## config.mk

```make
export PLATFORM = sky130hd
export DESIGN_NAME = lpbp_cell
export DESIGN_NICKNAME = d
export VERILOG_FILES = /design/src/design/lru_page_buffer_pool_unit_macros.svh /design/src/design/lpbp_pkg.sv /design/src/design/lpbp_cell.sv
export SDC_FILE = /design/constraint.sdc
export NUM_CORES = 1
export LEC_CHECK = 0
export ABC_AREA = 1
export BUFFER_PORTS_ARGS = -buffer_cell sky130_fd_sc_hd__buf_2
export CAP_MARGIN = 10
export CORE_ASPECT_RATIO = 1.2
export CORE_MARGIN = 2
export CORE_UTILIZATION = 32
export DETAILED_ROUTE_END_ITERATION = 8
export SYNTH_ARGS = -nofsm -noshare
export SYNTH_HDL_FRONTEND = slang
export SYNTH_SLANG_ARGS = --single-unit
```

## constraint.sdc

```tcl
create_clock -name clk -period 4.15 [get_ports clk]
set_clock_uncertainty 0.2 [all_clocks]
set_input_delay 0.83 -clock clk [delete_from_list [all_inputs] [get_ports clk]]
set_output_delay 0.83 -clock clk [all_outputs]
set_load 0.02 [all_outputs]
```

## src/design/lru_page_buffer_pool_unit_macros.svh

```systemverilog
// Assertion macros used by the pool top level
`ifndef LRU_PAGE_BUFFER_POOL_UNIT_MACROS_SVH
`define LRU_PAGE_BUFFER_POOL_UNIT_MACROS_SVH

// same-cycle implication
`define LPBP_ASSERT_IMP(name, ck, rstn, ante, cons, msg) \
	name: assert property (@(posedge ck) disable iff (!rstn) (ante) |-> (cons)) \
		else $error(msg);

// next-cycle implication
`define LPBP_ASSERT_NXT(name, ck, rstn, ante, cons, msg) \
	name: assert property (@(posedge ck) disable iff (!rstn) (ante) |=> (cons)) \
		else $error(msg);

`endif

```

## src/design/lpbp_pkg.sv

```systemverilog
`timescale 1ns / 1ps
`default_nettype none

package lpbp_pkg;

	localparam int FRAMES  = 64;
	localparam int TABLES  = 16;
	localparam int FRAME_W = $clog2(FRAMES);
	localparam int CNT_W   = $clog2(FRAMES + 1);
	localparam int TABLE_W = 4;
	localparam int PAGE_W  = 32;
	localparam int PIN_W   = 8;

	localparam logic [CNT_W-1:0]   FRAMES_C  = CNT_W'(FRAMES);
	localparam logic [CNT_W-1:0]   CAP_RESET = CNT_W'(64);
	localparam logic [TABLE_W:0]   TABLE_LIM = (TABLE_W + 1)'(TABLES);
	localparam logic [PIN_W-1:0]   PIN_MAX   = '1;

	// request codes
	localparam logic OP_REQUEST = 1'b0;
	localparam logic OP_RELEASE = 1'b1;

	typedef struct packed {
		logic               op;
		logic [TABLE_W-1:0] tbl_id;
		logic [PAGE_W-1:0]  page_number;
		logic [5:0]         frame_slot;
		logic               set_dirty;
	} in_word_t;

	typedef struct packed {
		logic [5:0]         slot;
		logic               hit;
		logic               need_fill;
		logic               need_writeback;
		logic [TABLE_W-1:0] victim_table;
		logic [PAGE_W-1:0]  victim_page;
		logic [PIN_W-1:0]   pins;
	} out_word_t;

	// one frame as held in a recency cell
	typedef struct packed {
		logic [FRAME_W-1:0] fid;
		logic [TABLE_W-1:0] tbl;
		logic [PAGE_W-1:0]  pg;
		logic               dirty;
		logic [PIN_W-1:0]   pins;
	} entry_t;

	typedef enum logic [1:0] {
		UPD_NONE  = 2'd0,
		UPD_EDIT  = 2'd1,
		UPD_FRONT = 2'd2
	} upd_kind_t;

	// update broadcast to every cell
	typedef struct packed {
		upd_kind_t          kind;
		logic [FRAME_W-1:0] pos;
		entry_t             ent;
	} upd_ctl_t;

endpackage

`default_nettype wire

```

## src/design/lpbp_cell.sv

```systemverilog
`timescale 1ns / 1ps
`default_nettype none

// One recency position. Position 0 is the newest frame; valid cells are
// contiguous from 0. A move to the front shifts cells 1..pos from their
// newer-side neighbour (the cell one place newer).
module lpbp_cell (
	input  wire logic                         clk,
	input  wire logic                         arst_n,
	input  wire logic [lpbp_pkg::FRAME_W-1:0] idx,
	input  wire lpbp_pkg::in_word_t           key,
	input  wire lpbp_pkg::upd_ctl_t           ctl,
	input  wire logic                         prev_vld,
	input  wire lpbp_pkg::entry_t             prev_ent,
	output logic                              vld,
	output lpbp_pkg::entry_t                  ent,
	output logic                              match
);

	logic             vld_q;
	lpbp_pkg::entry_t ent_q;

	// tag or frame-id compare for the lookup cycle
	always_comb begin
		if (key.op == lpbp_pkg::OP_RELEASE) begin
			match = vld_q && (ent_q.fid == key.frame_slot);
		end else begin
			match = vld_q && (ent_q.tbl == key.tbl_id) && (ent_q.pg == key.page_number);
		end
	end

	// valid bit
	always_ff @(posedge clk or negedge arst_n) begin
		if (!arst_n) begin
			vld_q <= 1'b0;
		end else if (ctl.kind == lpbp_pkg::UPD_FRONT) begin
			if (idx == '0) begin
				vld_q <= 1'b1;
			end else if (idx <= ctl.pos) begin
				vld_q <= prev_vld;
			end
		end
	end

	// frame contents
	always_ff @(posedge clk) begin
		case (ctl.kind)
			lpbp_pkg::UPD_FRONT: begin
				if (idx == '0) begin
					ent_q <= ctl.ent;
				end else if (idx <= ctl.pos) begin
					ent_q <= prev_ent;
				end
			end
			lpbp_pkg::UPD_EDIT: begin
				if (idx == ctl.pos) begin
					ent_q <= ctl.ent;
				end
			end
			default: begin
			end
		endcase
	end

	assign vld = vld_q;
	assign ent = ent_q;

endmodule

`default_nettype wire

```

# After elaboration in Yosys (flattened, before gate mapping)
# Index checks and enable logic that the tools add are counted.
# word_totals
input_bits	163
wordCells	30
register_bits	52
# op_classes
reduce_logical	8
order_cmp	1
n_mux	7
n_eq_ne	8
# ops
cell	count
$mux W51	3
$pmux W51 S2	1
$eq A32 B32 Y1	1
$eq A6 B6 Y1	2
$le A6 B6 Y1	1
$logic_not A6 Y1	1
$eq A4 B4 Y1	1
$reduce_bool A2 Y1	2
$logic_and A1 B1 Y1	3
$mux W1	3
$ne A3 B1 Y1 const B	1
$reduce_and A3 Y1	1
$eq A2 B1 Y1 const B	1
$eq A2 B2 Y1 const B	1
$ne A2 B2 Y1 const B	1
$reduce_and A2 Y1	1

# Depth between registers and ports, before layout
# Gate-level depths: netlist (run 1).
# logic_depth
ltp_word	4
mapped_depth	10

# Least setup slack after synthesis (run 1)
# Ideal clock, no wire load.
# synth_timing
path_type	input-to-reg
start	input ctl[52] (netlist name)
end	register ent_q (netlist bit ent[0]), enable pin
arrival_ns	4.059
t_required_ns	3.473
setup_ns	0.477
n_path_buf	0
path_slack_ns	-0.586
cell_stages	9
path_cell_list	inv_1 ha_1 inv_1 nor2_1 o21ai_0 o211ai_1 nand3_1 nand2_1 a21oi_1
# synth_via
elab_chain_cells	3
elab_cells_between_ends	5
classes_between	1 x order compare; 3 x eq/ne; 1 x reduce/logical
# synth_rtl
item	line	rtl
from (decl)	lpbp_cell.sv:12	input wire lpbp_pkg::upd_ctl_t ctl,
$le A6 B6 Y1 / $eq A6 B6 Y1 (equally long branches)	lpbp_cell.sv:51, lpbp_cell.sv:56	
$ne A3 B1 Y1 (no source line) / $ne A2 B2 Y1 (equally long branches)	n/a	
$reduce_and A3 Y1 (no source line) (*)	n/a	
to (signal assigned)	lpbp_cell.sv:50	ent_q <= ctl.ent;
to (signal assigned)	lpbp_cell.sv:52	ent_q <= prev_ent;
to (signal assigned)	lpbp_cell.sv:57	ent_q <= ctl.ent;
to (decl)	lpbp_cell.sv:21	lpbp_pkg::entry_t ent_q;
# Every way passes the cells marked *; elsewhere a longest branch is shown, timed or not.
# A chain may end at the register's enable or synchronous reset.

# Final worst setup path (run 1)
# layout_timing
start	input key[27] (netlist name)
end	output match
# layout_via
elab_chain_cells	3
# layout_rtl
item	line	rtl
from (decl)	lpbp_cell.sv:11	input wire lpbp_pkg::in_word_t key,
$eq A32 B32 Y1	lpbp_cell.sv:28	match = vld_q && (ent_q.tbl == key.tbl_id) && (ent_q.pg == key.page_number);
$logic_and A1 B1 Y1	lpbp_cell.sv:28	
$mux W1	lpbp_cell.sv:25	if (key.op == lpbp_pkg::OP_RELEASE) begin
to (decl)	lpbp_cell.sv:17	output logic match
# Every way passes these cells.

==> reports/qor.json, run 1 <==
{
  "outcome": {"value": "finished clean"},
  "vert_die_dim": {"value": 115, "unit": "um"},
  "power.switching": {"value": 502, "unit": "uW"},
  "synthTopCellsByArea": {"value": "sky130_fd_sc_hd__edfxtp_1 46%, sky130_fd_sc_hd__nand2_1 21%, sky130_fd_sc_hd__nand3_1 8.8%"},
  "pre_cts_ws": {"value": 1050, "unit": "ps"},
  "synth_cell_types": {"value": 24},
  "drt_pre_antenna_iters": {"value": 4},
  "maxClockFrequency": {"value": 320, "unit": "MHz"},
  "synth.ff_latch_count": {"value": 52},
  "i_o_pins": {"value": 216},
  "worst-endpoint-required": {"value": 3120, "unit": "ps"},
  "gr-usage-all-layers": {"value": 16.5, "unit": "%"},
  "root_buffer": {"value": "sky130_fd_sc_hd__clkbuf_16"},
  "final_nets": {"value": 820},
  "postSynthCellCount": {"value": 439},
  "max_cap_violations": {"value": 0},
  "detailed_place_hpwl": {"value": 7.62, "unit": "mm"},
  "multi_input_comb_area": {"value": 1420, "unit": "um2"},
  "tritoncts": {"value": "built"},
  "yosysWarningCount": {"value": 0},
  "antenna_cells_inserted": {"value": 0},
  "clock_insertion_delay_worst_skew": {"value": 280, "unit": "ps"},
  "vias": {"value": 3437},
  "critical_path.endpoint_type": {"value": "output port"},
  "route.detailed.wl_per_inst": {"value": 12.3, "unit": "um"},
  "simple_logic_cell_fraction_of_the_synthesized_area": {"value": 33.6, "unit": "%"},
  "vias_in_the_first_global_route": {"value": 3245},
  "wire_length_of_the_first_global_routing_pass": {"value": 14.9, "unit": "mm"},
  "worstPathBufferInverterCount": {"value": 2},
  "x_dimension_of_the_die": {"value": 96.8, "unit": "um"},
  "initial_core_util": {"value": 32.9, "unit": "%"},
  "kind_of_cell_adding_the_most_delay_to_the_critical_path": {"value": "simple AND/OR/NAND/NOR gates"},
  "flow.area_growth_from_synthesis": {"value": 40.3, "unit": "%"},
  "worst_slew_margin_rel": {"value": 61.7, "unit": "%"},
  "proportion_of_total_power_due_to_net_switching": {"value": 30.6, "unit": "%"},
  "design_area": {"value": 4640, "unit": "um2"},
  "syn_nets": {"value": 610},
  "post_synth_xor_area_fraction": {"value": 3.18, "unit": "%"},
  "slew_viol_final": {"value": 0},
  "synth_compound_gate_area_share": {"value": 2.72, "unit": "%"},
  "p_clk_share": {"value": 27.6, "unit": "%"},
  "first_iter_violations": {"value": 108},
  "main_combinational_cell_family_by_area_after_synthesis": {"value": "simple AND/OR/NAND/NOR gates"},
  "post-cts-setup-buffer-count": {"value": 0},
  "totalWireLength": {"value": 9.56, "unit": "mm"},
  "antenna_found_initial": {"value": 0},
  "power.static_leakage": {"value": 2.59, "unit": "nW"},
  "cpMaxStageDelayCell": {"value": "sky130_fd_sc_hd__or2_2"},
  "globalRouteOverflowTotal": {"value": 0},
  "worstPathArrival": {"value": 2090, "unit": "ps"},
  "hold_path_class": {"value": "in2async"},
  "site_row_count": {"value": 40},
  "antenna_violating_nets_remaining": {"value": 0},
  "postPlaceCellArea": {"value": 4480, "unit": "um2"},
  "share_of_power_burned_in_combinational_logic": {"value": 28.4, "unit": "%"},
  "clock_tree.buffer_depth": {"value": 2},
  "worst-slew-pin-transition": {"value": 575, "unit": "ps"},
  "total_die_area": {"value": 11200, "unit": "um2"},
  "numPlacedInstances": {"value": 768},
  "cts_inserted_buffers": {"value": 5},
  "final.min_clock_period": {"value": 3120, "unit": "ps"},
  "powerDensity": {"value": 354, "unit": "nW/um2"},
  "yosys.area.top_type_share": {"value": 46.3, "unit": "%"},
  "setup.worst_path.class": {"value": "in2out"},
  "timing.final.ws_setup": {"value": 1030, "unit": "ps"},
  "irDropWorstVdd": {"value": 170, "unit": "uV"},
  "h-tree-depth": {"value": 2},
  "drc_errors": {"value": 0},
  "final_count_of_negative_setup_slack_endpoints": {"value": 0},
  "final-seq-area": {"value": 1560, "unit": "um2"},
  "internal_cell_power": {"value": 1.14, "unit": "mW"},
  "rsz0062_at_grt": {"value": "no"},
  "setup-tns-final": {"value": 0, "unit": "ps"},
  "crit_fanout": {"value": 2},
  "synth-seq-area-share": {"value": 47.0, "unit": "%"},
  "nFillCells": {"value": 1035},
  "viasPerCell": {"value": 4.43},
  "clk_pin_slew_worst_paths": {"value": 70, "unit": "ps"},
  "share_of_total_power_in_sequential_cells": {"value": 44.0, "unit": "%"},
  "netlist.top_cell.by_area": {"value": "sky130_fd_sc_hd__edfxtp_1"},
  "tritoncts_num_sinks": {"value": 52},
  "core_area": {"value": 10100, "unit": "um2"},
  "finish.utilization": {"value": 46.1, "unit": "%"},
  "max_stage_delay": {"value": 280, "unit": "ps"},
  "critical_path.startpoint_type": {"value": "primary input"},
  "layout_worst_path_cycle_share": {"value": 75.2, "unit": "%"},
  "synth.mux.area_fraction": {"value": 0, "unit": "%"},
  "drive_above_1_share": {"value": 35.4, "unit": "%"},
  "post_cts.resized_instances": {"value": 0},
  "holdWs": {"value": 103, "unit": "ps"},
  "cp_cell_sequence": {"value": "buf_2 -> or2_2 -> a21oi_1 -> nand2_1 -> nor2_1 -> nand3_1 -> a21oi_1 -> buf_2"},
  "finalWeightedCongestion": {"value": 0.799},
  "synthAdderAreaFrac": {"value": 3.02, "unit": "%"},
  "grt_start_max_net_pins": {"value": 55},
  "power": {"value": 1.64, "unit": "mW"},
  "synthesis.area": {"value": 3310, "unit": "um2"},
  "count_of_placed_standard_cells_in_the_final_layout_fillers_left_out": {"value": 776},
  "port-buffer-count": {"value": 214},
  "postSynthAreaPerCell": {"value": 7.54, "unit": "um2"},
  "cts_hold_repair.buffers": {"value": 0},
  "timing_hold_violations_final": {"value": 0}
}
-- placed cells by master (no fill, tap or decap), drive strengths merged --
master    n
nor2     24
o22ai     2
o21ai     9
nor3      1
nand3    58
clkbuf    5
buf     218
xor2      7
bufinv    1
a21oi     5
dfrtp     1
o211ai    1
clkinv    2
nand4     1
edfxtp   51
nand2   183
xnor2     5
inv      65
nor4      2
ha        8
or2       1
-- path summary, 6_finish.rpt --
check,startpoint,endpoint,slack [ps],cells after the start
setup / recovery,key[27],match,1030,8
hold / removal,arst_n,vld$_DFFE_PN0P_,100,1
setup reg to reg,vld$_DFFE_PN0P_,vld$_DFFE_PN0P_,3320,2
hold reg to reg,vld$_DFFE_PN0P_,vld$_DFFE_PN0P_,330,2
max in group asynchronous,arst_n,vld$_DFFE_PN0P_,3560,1
min in group clk,vld$_DFFE_PN0P_,vld$_DFFE_PN0P_,330,2
-- cells in the mapped netlist --
master                       n
sky130_fd_sc_hd__nand2_4     1
sky130_fd_sc_hd__nor3_1      1
sky130_fd_sc_hd__nand2_2     1
sky130_fd_sc_hd__buf_1       5
sky130_fd_sc_hd__xnor2_1     5
sky130_fd_sc_hd__buf_6       5
sky130_fd_sc_hd__dfrtp_1     1
sky130_fd_sc_hd__xor2_1      7
sky130_fd_sc_hd__nand2_1   181
sky130_fd_sc_hd__or2_2       1
sky130_fd_sc_hd__nor2_1     24
sky130_fd_sc_hd__o22ai_1     2
sky130_fd_sc_hd__nor4_1      1
sky130_fd_sc_hd__o211ai_1    1
sky130_fd_sc_hd__inv_2       1
sky130_fd_sc_hd__ha_1        8
sky130_fd_sc_hd__edfxtp_1   51
sky130_fd_sc_hd__a21oi_1     5
sky130_fd_sc_hd__nand4_1     1
sky130_fd_sc_hd__nor4_2      1
sky130_fd_sc_hd__inv_1      64
sky130_fd_sc_hd__o21ai_0     9
sky130_fd_sc_hd__buf_2       5
sky130_fd_sc_hd__nand3_1    58
-- layer usage --
metal  vias to the layer above  track usage [%]  part of all wire [%]
met5                         -                0                     0
met4                         0             4.32                   1.1
met3                         6             3.04                   5.8
met2                       128             31.8                    53
met1                      1499             18.8                    40
li1                       1804                -                     -
-- final cells by class --
type	count	area share, %
Multi-Input combinational cell	307	30.6
Clock buffer	5	2.70
Tap cell	126	3.40
Timing Repair Buffer	218	23.7
Clock inverter	3	0.809
Sequential cell	52	33.5
Inverter	65	5.26
-- flip-flops by register name, indices dropped and copies added (netlist names) --
signal,cells
ent,51
vld,1
-- power by group through the flow --
| stage | clock (mW) | sequential [mW] | combinational [mW] |
|---|---|---|---|
| finish | 0.453 | 0.722 | 0.466 |
| global route | 0.485 | 0.733 | 0.520 |
| CTS | 0.471 | 0.723 | 0.475 |
| detailed placement | 0 | 0.734 | 0.473 |
| global placement | 0 | 0.732 | 0.466 |
| floorplan | 0 | 0.831 | 0.175 |
-- worst reg2reg max path, delay by kind of cell, from the launching register on --
kind          cells  cell delay (ps)
flops             1              410
simple gates      2              110
-- kinds of logic after synthesis --
logic type | after synthesis
xor gates and xnor gates | 12
and+or+nand+nor | 270
AOI/OAI and AO/OA | 17
buffers and inverters | 80
DFF | 52
adders and majority gates | 8
(Power assumes the default switching activity.)
==> run 2, diff against run 1 <==
==> constraint.sdc (replaced) <==
create_clock -name clk -period 3 [get_ports clk]
set_clock_uncertainty 0.2 [all_clocks]
set_input_delay 0.6 -clock clk [delete_from_list [all_inputs] [get_ports clk]]
set_output_delay 0.6 -clock clk [all_outputs]
set_load 0.02 [all_outputs]
==> run 2 against run 1 <==
  * Total power increased by 40%
  * Critical path type is now reg2out
  * Critical path depth down 1
  * Clock-buffer cell count is 1 higher
  * Non-clock buffer count rose by 3
  * Global-route usage is 0.44 points higher
  * Worst hold slack better by 250 ps
  * Wire length increased by 1.9%
  * First-iteration DRC count shrank 3.7%
  * Via count hardly changed
  * Combinational power is 40% higher
  * Sequential power increased by 39%
==> reports/qor.json, run 2 (synthesis results as in run 1) <==
{
  "timing_hold_violations_final": {"value": 0, "change": "unchanged"},
  "final_count_of_negative_setup_slack_endpoints": {"value": 0, "change": "unchanged"},
  "finalWeightedCongestion": {"value": 0.830, "change": "+3.9%"},
  "tritoncts": {"value": "built"},
  "site_row_count": {"value": 40, "change": "unchanged"},
  "count_of_placed_standard_cells_in_the_final_layout_fillers_left_out": {"value": 779, "change": "+0.39%"},
  "cell_depth_of_the_worst_hold_path": {"value": 2},
  "holdPathEnd": {"value": "vld$_DFFE_PN0P_"},
  "powerDensity": {"value": 489, "unit": "nW/um2", "change": "+38%"},
  "h-tree-depth": {"value": 2, "change": "unchanged"},
  "irDropWorstVdd": {"value": 260, "unit": "uV", "change": "+53%"},
  "worst-slew-pin-transition": {"value": 576, "unit": "ps", "change": "+1.00 ps"},
  "largest_reg_flops": {"value": 51, "change": "unchanged"},
  "critical_path.endpoint_type": {"value": "output port"},
  "r2r-start": {"value": "vld$_DFFE_PN0P_"},
  "cts_inserted_buffers": {"value": 5, "change": "unchanged"},
  "drive_above_1_share": {"value": 35.7, "unit": "%", "change": "+0.30 points"},
  "worstReg2RegEnd": {"value": "vld$_DFFE_PN0P_"},
  "hold_path.startpoint": {"value": "vld$_DFFE_PN0P_"},
  "hold_path_class": {"value": "reg2reg"},
  "final_nets": {"value": 823, "change": "+0.37%"},
  "cpMaxStageDelayCell": {"value": "sky130_fd_sc_hd__edfxtp_1"},
  "drt_pre_antenna_iters": {"value": 4, "change": "unchanged"},
  "tritoncts_num_sinks": {"value": 52, "change": "unchanged"},
  "worst_slew_margin_rel": {"value": 61.6, "unit": "%", "change": "-0.10 points"},
  "max_stage_delay": {"value": 420, "unit": "ps", "change": "+140 ps"},
  "vias": {"value": 3440, "change": "+0.087%"},
  "timing.reg2reg.worst_path_depth": {"value": 2, "change": "unchanged"},
  "path_common_cell": {"value": "sky130_fd_sc_hd__a21oi_1"},
  "clk_pin_slew_worst_paths": {"value": 70, "unit": "ps", "change": "about the same"},
  "clock_insertion_delay_worst_skew": {"value": 290, "unit": "ps", "change": "about the same"},
  "totalWireLength": {"value": 9.73, "unit": "mm", "change": "+1.9%"},
  "antenna_cells_inserted": {"value": 0, "change": "unchanged"},
  "layout_worst_path_cycle_share": {"value": 88.7, "unit": "%"},
  "drc_errors": {"value": 0, "change": "unchanged"},
  "nFillCells": {"value": 1051, "change": "+1.5%"},
  "worst-endpoint-required": {"value": 2200, "unit": "ps", "change": "-920 ps"},
  "core_area": {"value": 10100, "unit": "um2", "change": "unchanged"},
  "vias_in_the_first_global_route": {"value": 3371, "change": "+3.9%"},
  "cp_cell_sequence": {"value": "or2_2 -> a21oi_1 -> nand2_1 -> nor2_1 -> nand3_1 -> a21oi_1 -> buf_2"},
  "i_o_pins": {"value": 216, "change": "unchanged"},
  "r2r_slack": {"value": 2140, "unit": "ps", "change": "-1180 ps"},
  "most-common-layout-cells": {"value": "214 x sky130_fd_sc_hd__buf_2, 181 x sky130_fd_sc_hd__nand2_1, 64 x sky130_fd_sc_hd__inv_1, 58 x sky130_fd_sc_hd__nand3_1, 51 x sky130_fd_sc_hd__edfxtp_1"},
  "post-cts-setup-buffer-count": {"value": 0, "change": "unchanged"},
  "worstPathArrival": {"value": 1860, "unit": "ps", "change": "-230 ps"},
  "flow.area_growth_from_synthesis": {"value": 41.4, "unit": "%"},
  "detailed_place_hpwl": {"value": 7.97, "unit": "mm", "change": "+4.6%"},
  "root_buffer": {"value": "sky130_fd_sc_hd__clkbuf_16"},
  "clock_tree.buffer_depth": {"value": 2, "change": "unchanged"},
  "viasPerCell": {"value": 4.42, "change": "-0.30%"},
  "slew_viol_final": {"value": 0, "change": "unchanged"},
  "grt_start_max_net_pins": {"value": 52, "change": "-5.5%"},
  "max_cap_violations": {"value": 0, "change": "unchanged"},
  "worstPathBufferInverterCount": {"value": 1, "change": "-1"},
  "critical_path.startpoint_type": {"value": "flop"},
  "rsz0062_at_grt": {"value": "no"},
  "layout.cells.most_common": {"value": "sky130_fd_sc_hd__buf_2"},
  "gr-usage-all-layers": {"value": 16.9, "unit": "%", "change": "+0.44 points"},
  "antenna_violating_nets_remaining": {"value": 0, "change": "unchanged"},
  "total_die_area": {"value": 11200, "unit": "um2", "change": "unchanged"},
  "setup-tns-final": {"value": 0, "unit": "ps", "change": "unchanged"},
  "initial_core_util": {"value": 32.9, "unit": "%", "change": "unchanged"},
  "wire_length_of_the_first_global_routing_pass": {"value": 15.3, "unit": "mm", "change": "+2.3%"},
  "final.min_clock_period": {"value": 2660, "unit": "ps"},
  "route.detailed.wl_per_inst": {"value": 12.5, "unit": "um", "change": "+1.5%"},
  "globalRouteOverflowTotal": {"value": 0, "change": "unchanged"},
  "outcome": {"value": "finished clean"},
  "numPlacedInstances": {"value": 770, "change": "+0.26%"},
  "maxClockFrequency": {"value": 376, "unit": "MHz"},
  "power.static_leakage": {"value": 2.61, "unit": "nW", "change": "+0.72%"},
  "antenna_found_initial": {"value": 0, "change": "unchanged"},
  "vert_die_dim": {"value": 115, "unit": "um", "change": "unchanged"},
  "first_iter_violations": {"value": 104, "change": "-3.7%"},
  "crit_fanout": {"value": 3, "change": "+1"},
  "port-buffer-count": {"value": 214, "change": "unchanged"},
  "kind_of_cell_adding_the_most_delay_to_the_critical_path": {"value": "simple AND/OR/NAND/NOR gates"},
  "setup.worst_path.class": {"value": "reg2out"},
  "x_dimension_of_the_die": {"value": 96.8, "unit": "um", "change": "unchanged"}
}
## run 2: changes by cell type in the layout (fill, tap and decap cells not counted)
| cell | before | now |
|---|---|---|
| sky130_fd_sc_hd__clkinv_2 | 0 | 1 |
| sky130_fd_sc_hd__dlygate4sd3_1 | 0 | 1 |
| sky130_fd_sc_hd__clkbuf_1 | 0 | 1 |
| sky130_fd_sc_hd__buf_4 | 4 | 5 |
| sky130_fd_sc_hd__buf_12 | 0 | 1 |
| sky130_fd_sc_hd__clkinv_1 | 2 | 0 |
## run 2: power by group
group	total (mW)	internal (mW)	switching (mW)
combinational	0.652	0.259	0.392
clock	0.637	0.393	0.244
sequential	1.00	0.934	0.0682
## run 2: worst max path at each step
| stage | start | endpoint | slack, ps | depth (start not counted) |
|---|---|---|---|---|
| detailed placement | key[27] | match | 360 | 8 |
| CTS | ent[29]$_DFFE_PP_ | match | 340 | 7 |
| finish | ent[29]$_DFFE_PP_ | match | 340 | 7 |
| global placement | key[42] | match | 360 | 11 |
| floorplan | ctl[52] | ent[0]$_DFFE_PP_ | 120 | 9 |
| global route | ent[29]$_DFFE_PP_ | match | 220 | 7 |
## run 2: cell type report
type | count | area [um2] | share of cell area, %
sequential | 52 | 1560 | 33.3
multi-input combinational | 307 | 1420 | 30.3
timing repair buffer | 221 | 1140 | 24.3
inverter | 65 | 244 | 5.21
tap | 126 | 158 | 3.37
clock buffer | 6 | 129 | 2.75
clock inverter | 2 | 35.0 | 0.748
## run 2: timing repair
item,in CTS,in global routing
gates resized for setup,0,0
hold buffers,1,0
endpoints found under the hold margin,1,0
## run 2: per-layer routing
layer / wire length (um) / track usage, % / vias to the layer above
met3: 576 / 2.80 / 6
met4: 81 / 4.32 / 0
li1: - / - / 1810
met1: 3780 / 18.4 / 1493
met5: 0 / 0 / -
met2: 5290 / 33.9 / 131
## run 2: stage by stage
step           total power, mW  util (%)  hold WS, ps  worst slack, ps  instance area [um2]
6_report                  2.29      46.5          356              339                 4680
2_1_floorplan             1.39         -          104              121                 3320
3_3_place_gp              1.66      44.8          180              361                 4510
5_1_grt                   2.42      46.5          383              223                 4680
3_5_place_dp              1.68      44.8          176              356                 4510
4_1_cts                   2.32      46.5          368              344                 4680
## run 2: tightest hold or removal path, delay by kind of cell (launching register included)
family	cells	cell delay, ps
flops	1	390
simple gates	2	130
==> run 3, diff against run 2 <==
--- a/config.mk
+++ b/config.mk
@@ -5,7 +5,6 @@
 export SDC_FILE = /design/constraint.sdc
 export NUM_CORES = 1
 export LEC_CHECK = 0
-export ABC_AREA = 1
 export BUFFER_PORTS_ARGS = -buffer_cell sky130_fd_sc_hd__buf_2
 export CAP_MARGIN = 10
 export CORE_ASPECT_RATIO = 1.2
==> run 3 against run 2 <==
  * Critical path depth unchanged
  * Fmax fell by 4.3%
  * Non-clock buffer count down 1
  * Critical path type unchanged
  * Via count decreased by 31%
  * Combinational power is 0.8% lower
  * Sequential power about the same
  * Core utilization increased by 1.1 points
  * Largest power group unchanged
  * Wire length shrank 22%
==> reports/qor.json, run 3 <==
{
  "synth.most_common_cell": {"value": "sky130_fd_sc_hd__edfxtp_1"},
  "drc_errors": {"value": 0, "change": "unchanged"},
  "cts_inserted_buffers": {"value": 5, "change": "unchanged"},
  "yosys-top-cells-count": {"value": "51 x sky130_fd_sc_hd__edfxtp_1, 50 x sky130_fd_sc_hd__mux2_4, 27 x sky130_fd_sc_hd__xnor2_1"},
  "max_stage_delay": {"value": 430, "unit": "ps", "change": "about the same"},
  "clock_tree.buffer_depth": {"value": 2, "change": "unchanged"},
  "grt_most_used_layer": {"value": "met2"},
  "totalWireLength": {"value": 7.58, "unit": "mm", "change": "-22%"},
  "antenna_found_initial": {"value": 0, "change": "unchanged"},
  "root_buffer": {"value": "sky130_fd_sc_hd__clkbuf_16"},
  "critical_path.startpoint_type": {"value": "flop"},
  "layout.cells.most_common": {"value": "sky130_fd_sc_hd__buf_2"},
  "synthTopCellsByArea": {"value": "sky130_fd_sc_hd__edfxtp_1 50%, sky130_fd_sc_hd__mux2_4 24%, sky130_fd_sc_hd__xnor2_1 7.7%"},
  "i_o_pins": {"value": 216, "change": "unchanged"},
  "hold_path_class": {"value": "reg2reg"},
  "vias_in_the_first_global_route": {"value": 2464, "change": "-27%"},
  "postSynthAreaPerCell": {"value": 15.5, "unit": "um2", "change": "+110%"},
  "drt_pre_antenna_iters": {"value": 4, "change": "unchanged"},
  "final_nets": {"value": 592, "change": "-28%"},
  "postSynthCellCount": {"value": 199, "change": "-55%"},
  "synth.ff_latch_count": {"value": 52, "change": "unchanged"},
  "most-common-layout-cells": {"value": "214 x sky130_fd_sc_hd__buf_2, 51 x sky130_fd_sc_hd__edfxtp_1, 50 x sky130_fd_sc_hd__mux2_4, 27 x sky130_fd_sc_hd__xnor2_1, 15 x sky130_fd_sc_hd__xor2_1"},
  "antenna_cells_inserted": {"value": 0, "change": "unchanged"},
  "worstPathArrival": {"value": 1980, "unit": "ps", "change": "+120 ps"},
  "use_met1": {"value": 15.9, "unit": "%", "change": "-2.5 points"},
  "max_cap_violations": {"value": 0, "change": "unchanged"},
  "maxClockFrequency": {"value": 360, "unit": "MHz", "change": "-4.3%"},
  "worst_slew_margin_rel": {"value": 65.7, "unit": "%", "change": "+4.1 points"},
  "powerDensity": {"value": 489, "unit": "nW/um2", "change": "about the same"},
  "synthesis.area": {"value": 3080, "unit": "um2", "change": "-7.0%"},
  "syn_nets": {"value": 370, "change": "-39%"},
  "irDropWorstVdd": {"value": 262, "unit": "uV", "change": "+0.84%"},
  "worst-endpoint-required": {"value": 2200, "unit": "ps", "change": "about the same"},
  "gr-usage-met3": {"value": 2.37, "unit": "%", "change": "-0.43 points"},
  "route.detailed.wl_per_inst": {"value": 13.9, "unit": "um", "change": "+11%"},
  "core_area": {"value": 9470, "unit": "um2", "change": "-5.9%"},
  "postPlaceCellArea": {"value": 4340, "unit": "um2", "change": "-3.8%"},
  "timing_hold_violations_final": {"value": 0, "change": "unchanged"},
  "setup.worst_path.class": {"value": "reg2out"},
  "synth_flop_cell": {"value": "sky130_fd_sc_hd__edfxtp_1"},
  "setup-tns-final": {"value": 0, "unit": "ps", "change": "unchanged"},
  "x_dimension_of_the_die": {"value": 93.5, "unit": "um", "change": "-3.4%"},
  "port-buffer-count": {"value": 214, "change": "unchanged"},
  "site_row_count": {"value": 39, "change": "-2.5%"},
  "netlist.top_cell.by_area": {"value": "sky130_fd_sc_hd__edfxtp_1"},
  "cpMaxStageDelayCell": {"value": "sky130_fd_sc_hd__edfxtp_1"},
  "total_die_area": {"value": 10400, "unit": "um2", "change": "-6.7%"},
  "grt_start_max_net_pins": {"value": 29, "change": "-44%"},
  "flow.area_growth_from_synthesis": {"value": 46.3, "unit": "%"},
  "tritoncts": {"value": "built"},
  "async_reset_ff_share": {"value": 1.92, "unit": "%", "change": "unchanged"},
  "slew_viol_final": {"value": 0, "change": "unchanged"},
  "yosys.area.top_type_share": {"value": 49.7, "unit": "%", "change": "+3.5 points"},
  "final_count_of_negative_setup_slack_endpoints": {"value": 0, "change": "unchanged"},
  "globalRouteOverflowTotal": {"value": 0, "change": "unchanged"},
  "initial_core_util": {"value": 32.5, "unit": "%", "change": "-0.37 points"},
  "grt_util_met2": {"value": 26.9, "unit": "%", "change": "-7.0 points"},
  "drive_above_1_share": {"value": 66.8, "unit": "%", "change": "+31 points"},
  "synth_enable_flop_cells": {"value": 51, "change": "unchanged"},
  "vert_die_dim": {"value": 111, "unit": "um", "change": "-3.4%"},
  "power.static_leakage": {"value": 2.20, "unit": "nW", "change": "-16%"},
  "crit_fanout": {"value": 2, "change": "-1"},
  "path_common_cell": {"value": "sky130_fd_sc_hd__nand4_1"},
  "finalWeightedCongestion": {"value": 0.820, "change": "-1.2%"},
  "synth-seq-area-share": {"value": 50.5, "unit": "%", "change": "+3.5 points"},
  "cp_cell_sequence": {"value": "xnor2_1 -> nand4_1 -> nor4_4 -> buf_4 -> nand4_1 -> o21ai_0 -> buf_2"},
  "design_area": {"value": 4500, "unit": "um2", "change": "-3.8%"},
  "vias": {"value": 2385, "change": "-31%"},
  "viasPerCell": {"value": 4.38, "change": "-0.90%"},
  "antenna_violating_nets_remaining": {"value": 0, "change": "unchanged"},
  "first_iter_violations": {"value": 65, "change": "-38%"},
  "gr-usage-all-layers": {"value": 14.1, "unit": "%", "change": "-2.8 points"},
  "final.min_clock_period": {"value": 2780, "unit": "ps", "change": "+118 ps"},
  "clk_pin_slew_worst_paths": {"value": 70, "unit": "ps", "change": "about the same"},
  "tritoncts_num_sinks": {"value": 52, "change": "unchanged"},
  "worst-slew-pin-transition": {"value": 510, "unit": "ps", "change": "-65.7 ps"},
  "rsz0062_at_grt": {"value": "no"},
  "h-tree-depth": {"value": 2, "change": "unchanged"},
  "critical_path.endpoint_type": {"value": "output port"},
  "yosysWarningCount": {"value": 0, "change": "unchanged"},
  "clock_insertion_delay_worst_skew": {"value": 280, "unit": "ps", "change": "about the same"},
  "largest_reg_flops": {"value": 51, "change": "unchanged"},
  "wire_length_of_the_first_global_routing_pass": {"value": 11.6, "unit": "mm", "change": "-24%"},
  "outcome": {"value": "finished clean"},
  "synth_cell_types": {"value": 25, "change": "+4.2%"},
  "detailed_place_hpwl": {"value": 6.37, "unit": "mm", "change": "-20%"},
  "layout_worst_path_cycle_share": {"value": 92.6, "unit": "%", "change": "+3.9 points"}
}
run 3: cell types whose count changed after synthesis, sizes merged, moves of 7 or more:
cell | before | now
nand2 | 183 | 0
inv | 65 | 9
nand3 | 58 | 3
mux2 | 0 | 51
nor2 | 24 | 2
xnor2 | 5 | 27
buf | 15 | 5
xor2 | 7 | 15
nand4 | 1 | 8
o21ai | 9 | 2
run 3: worst max-delay path: cells and delay by family, from the launching register on:
family | cells | cell delay [ps]
compound gates | 1 | 170
xor+xnor | 1 | 160
buf+inv | 2 | 330
flops | 1 | 430
simple gates | 3 | 600
run 3: per-layer routing:
metal	part of all wire, %	wire (um)
met2	54	4090
met3	6.4	487
met4	1.5	110
met5	0	0
met1	38	2890
run 3: power breakdown:
group	internal, mW	leakage (nW)	switching [mW]
clock network	0.308	0.0716	0.248
registers	0.932	0.497	0.0674
logic	0.318	1.63	0.329
run 3: final timing paths:
path	slack (ps)	cells past startpoint	from	endpoint
max	220	7	ent[17]$_DFFE_PP_	match
min	370	2	vld$_DFFE_PN0P_	vld$_DFFE_PN0P_
max reg2reg	2150	2	vld$_DFFE_PN0P_	vld$_DFFE_PN0P_
min reg2reg	370	2	vld$_DFFE_PN0P_	vld$_DFFE_PN0P_
max in group asynchronous	2100	2	arst_n	vld$_DFFE_PN0P_
min in group asynchronous	420	2	arst_n	vld$_DFFE_PN0P_
run 3: final cells by class:
type / count / area (um2)
Tap cell: 123 / 154
Clock buffer: 5 / 125
Timing Repair Buffer: 220 / 1140
Sequential cell: 52 / 1560
Clock inverter: 3 / 17.5
Inverter: 9 / 33.8
Multi-Input combinational cell: 133 / 1470
Fill cell: 869 / 4960
run 3: repair_timing:
action | CTS | global route
hold endpoints to repair | 1 | 0
gates resized for setup | 0 | 2
buffers inserted | 0 | 0
endpoints found under the setup margin | 0 | 1
hold buffers | 1 | 0
run 3: logic make-up (layout without fill, tap and decap cells):
family          Yosys count  count (layout)  synth area share, %
buf+inv                  14             237                 2.93
xor+xnor                 42              42                 11.9
fa+ha+maj                 8               8                 3.25
simple gates             23              23                 4.67
compound gates            8               8                 1.58
flops                    52              52                 50.5
mux                      52              52                 25.1
run 3: stage by stage:
step | hold WS, ps | utilization (%) | total power [mW] | worst slack [ps] | instances
2_1_floorplan | 104 | - | 1.40 | -67.3 | 199
3_3_place_gp | 178 | 45.8 | 1.66 | 65.2 | 536
3_5_place_dp | 179 | 45.8 | 1.67 | 47.1 | 536
4_1_cts | 367 | 47.4 | 2.23 | 22.1 | 545
5_1_grt | 404 | 47.6 | 2.31 | 46.5 | 545
6_report | 369 | 47.6 | 2.20 | 221 | 545
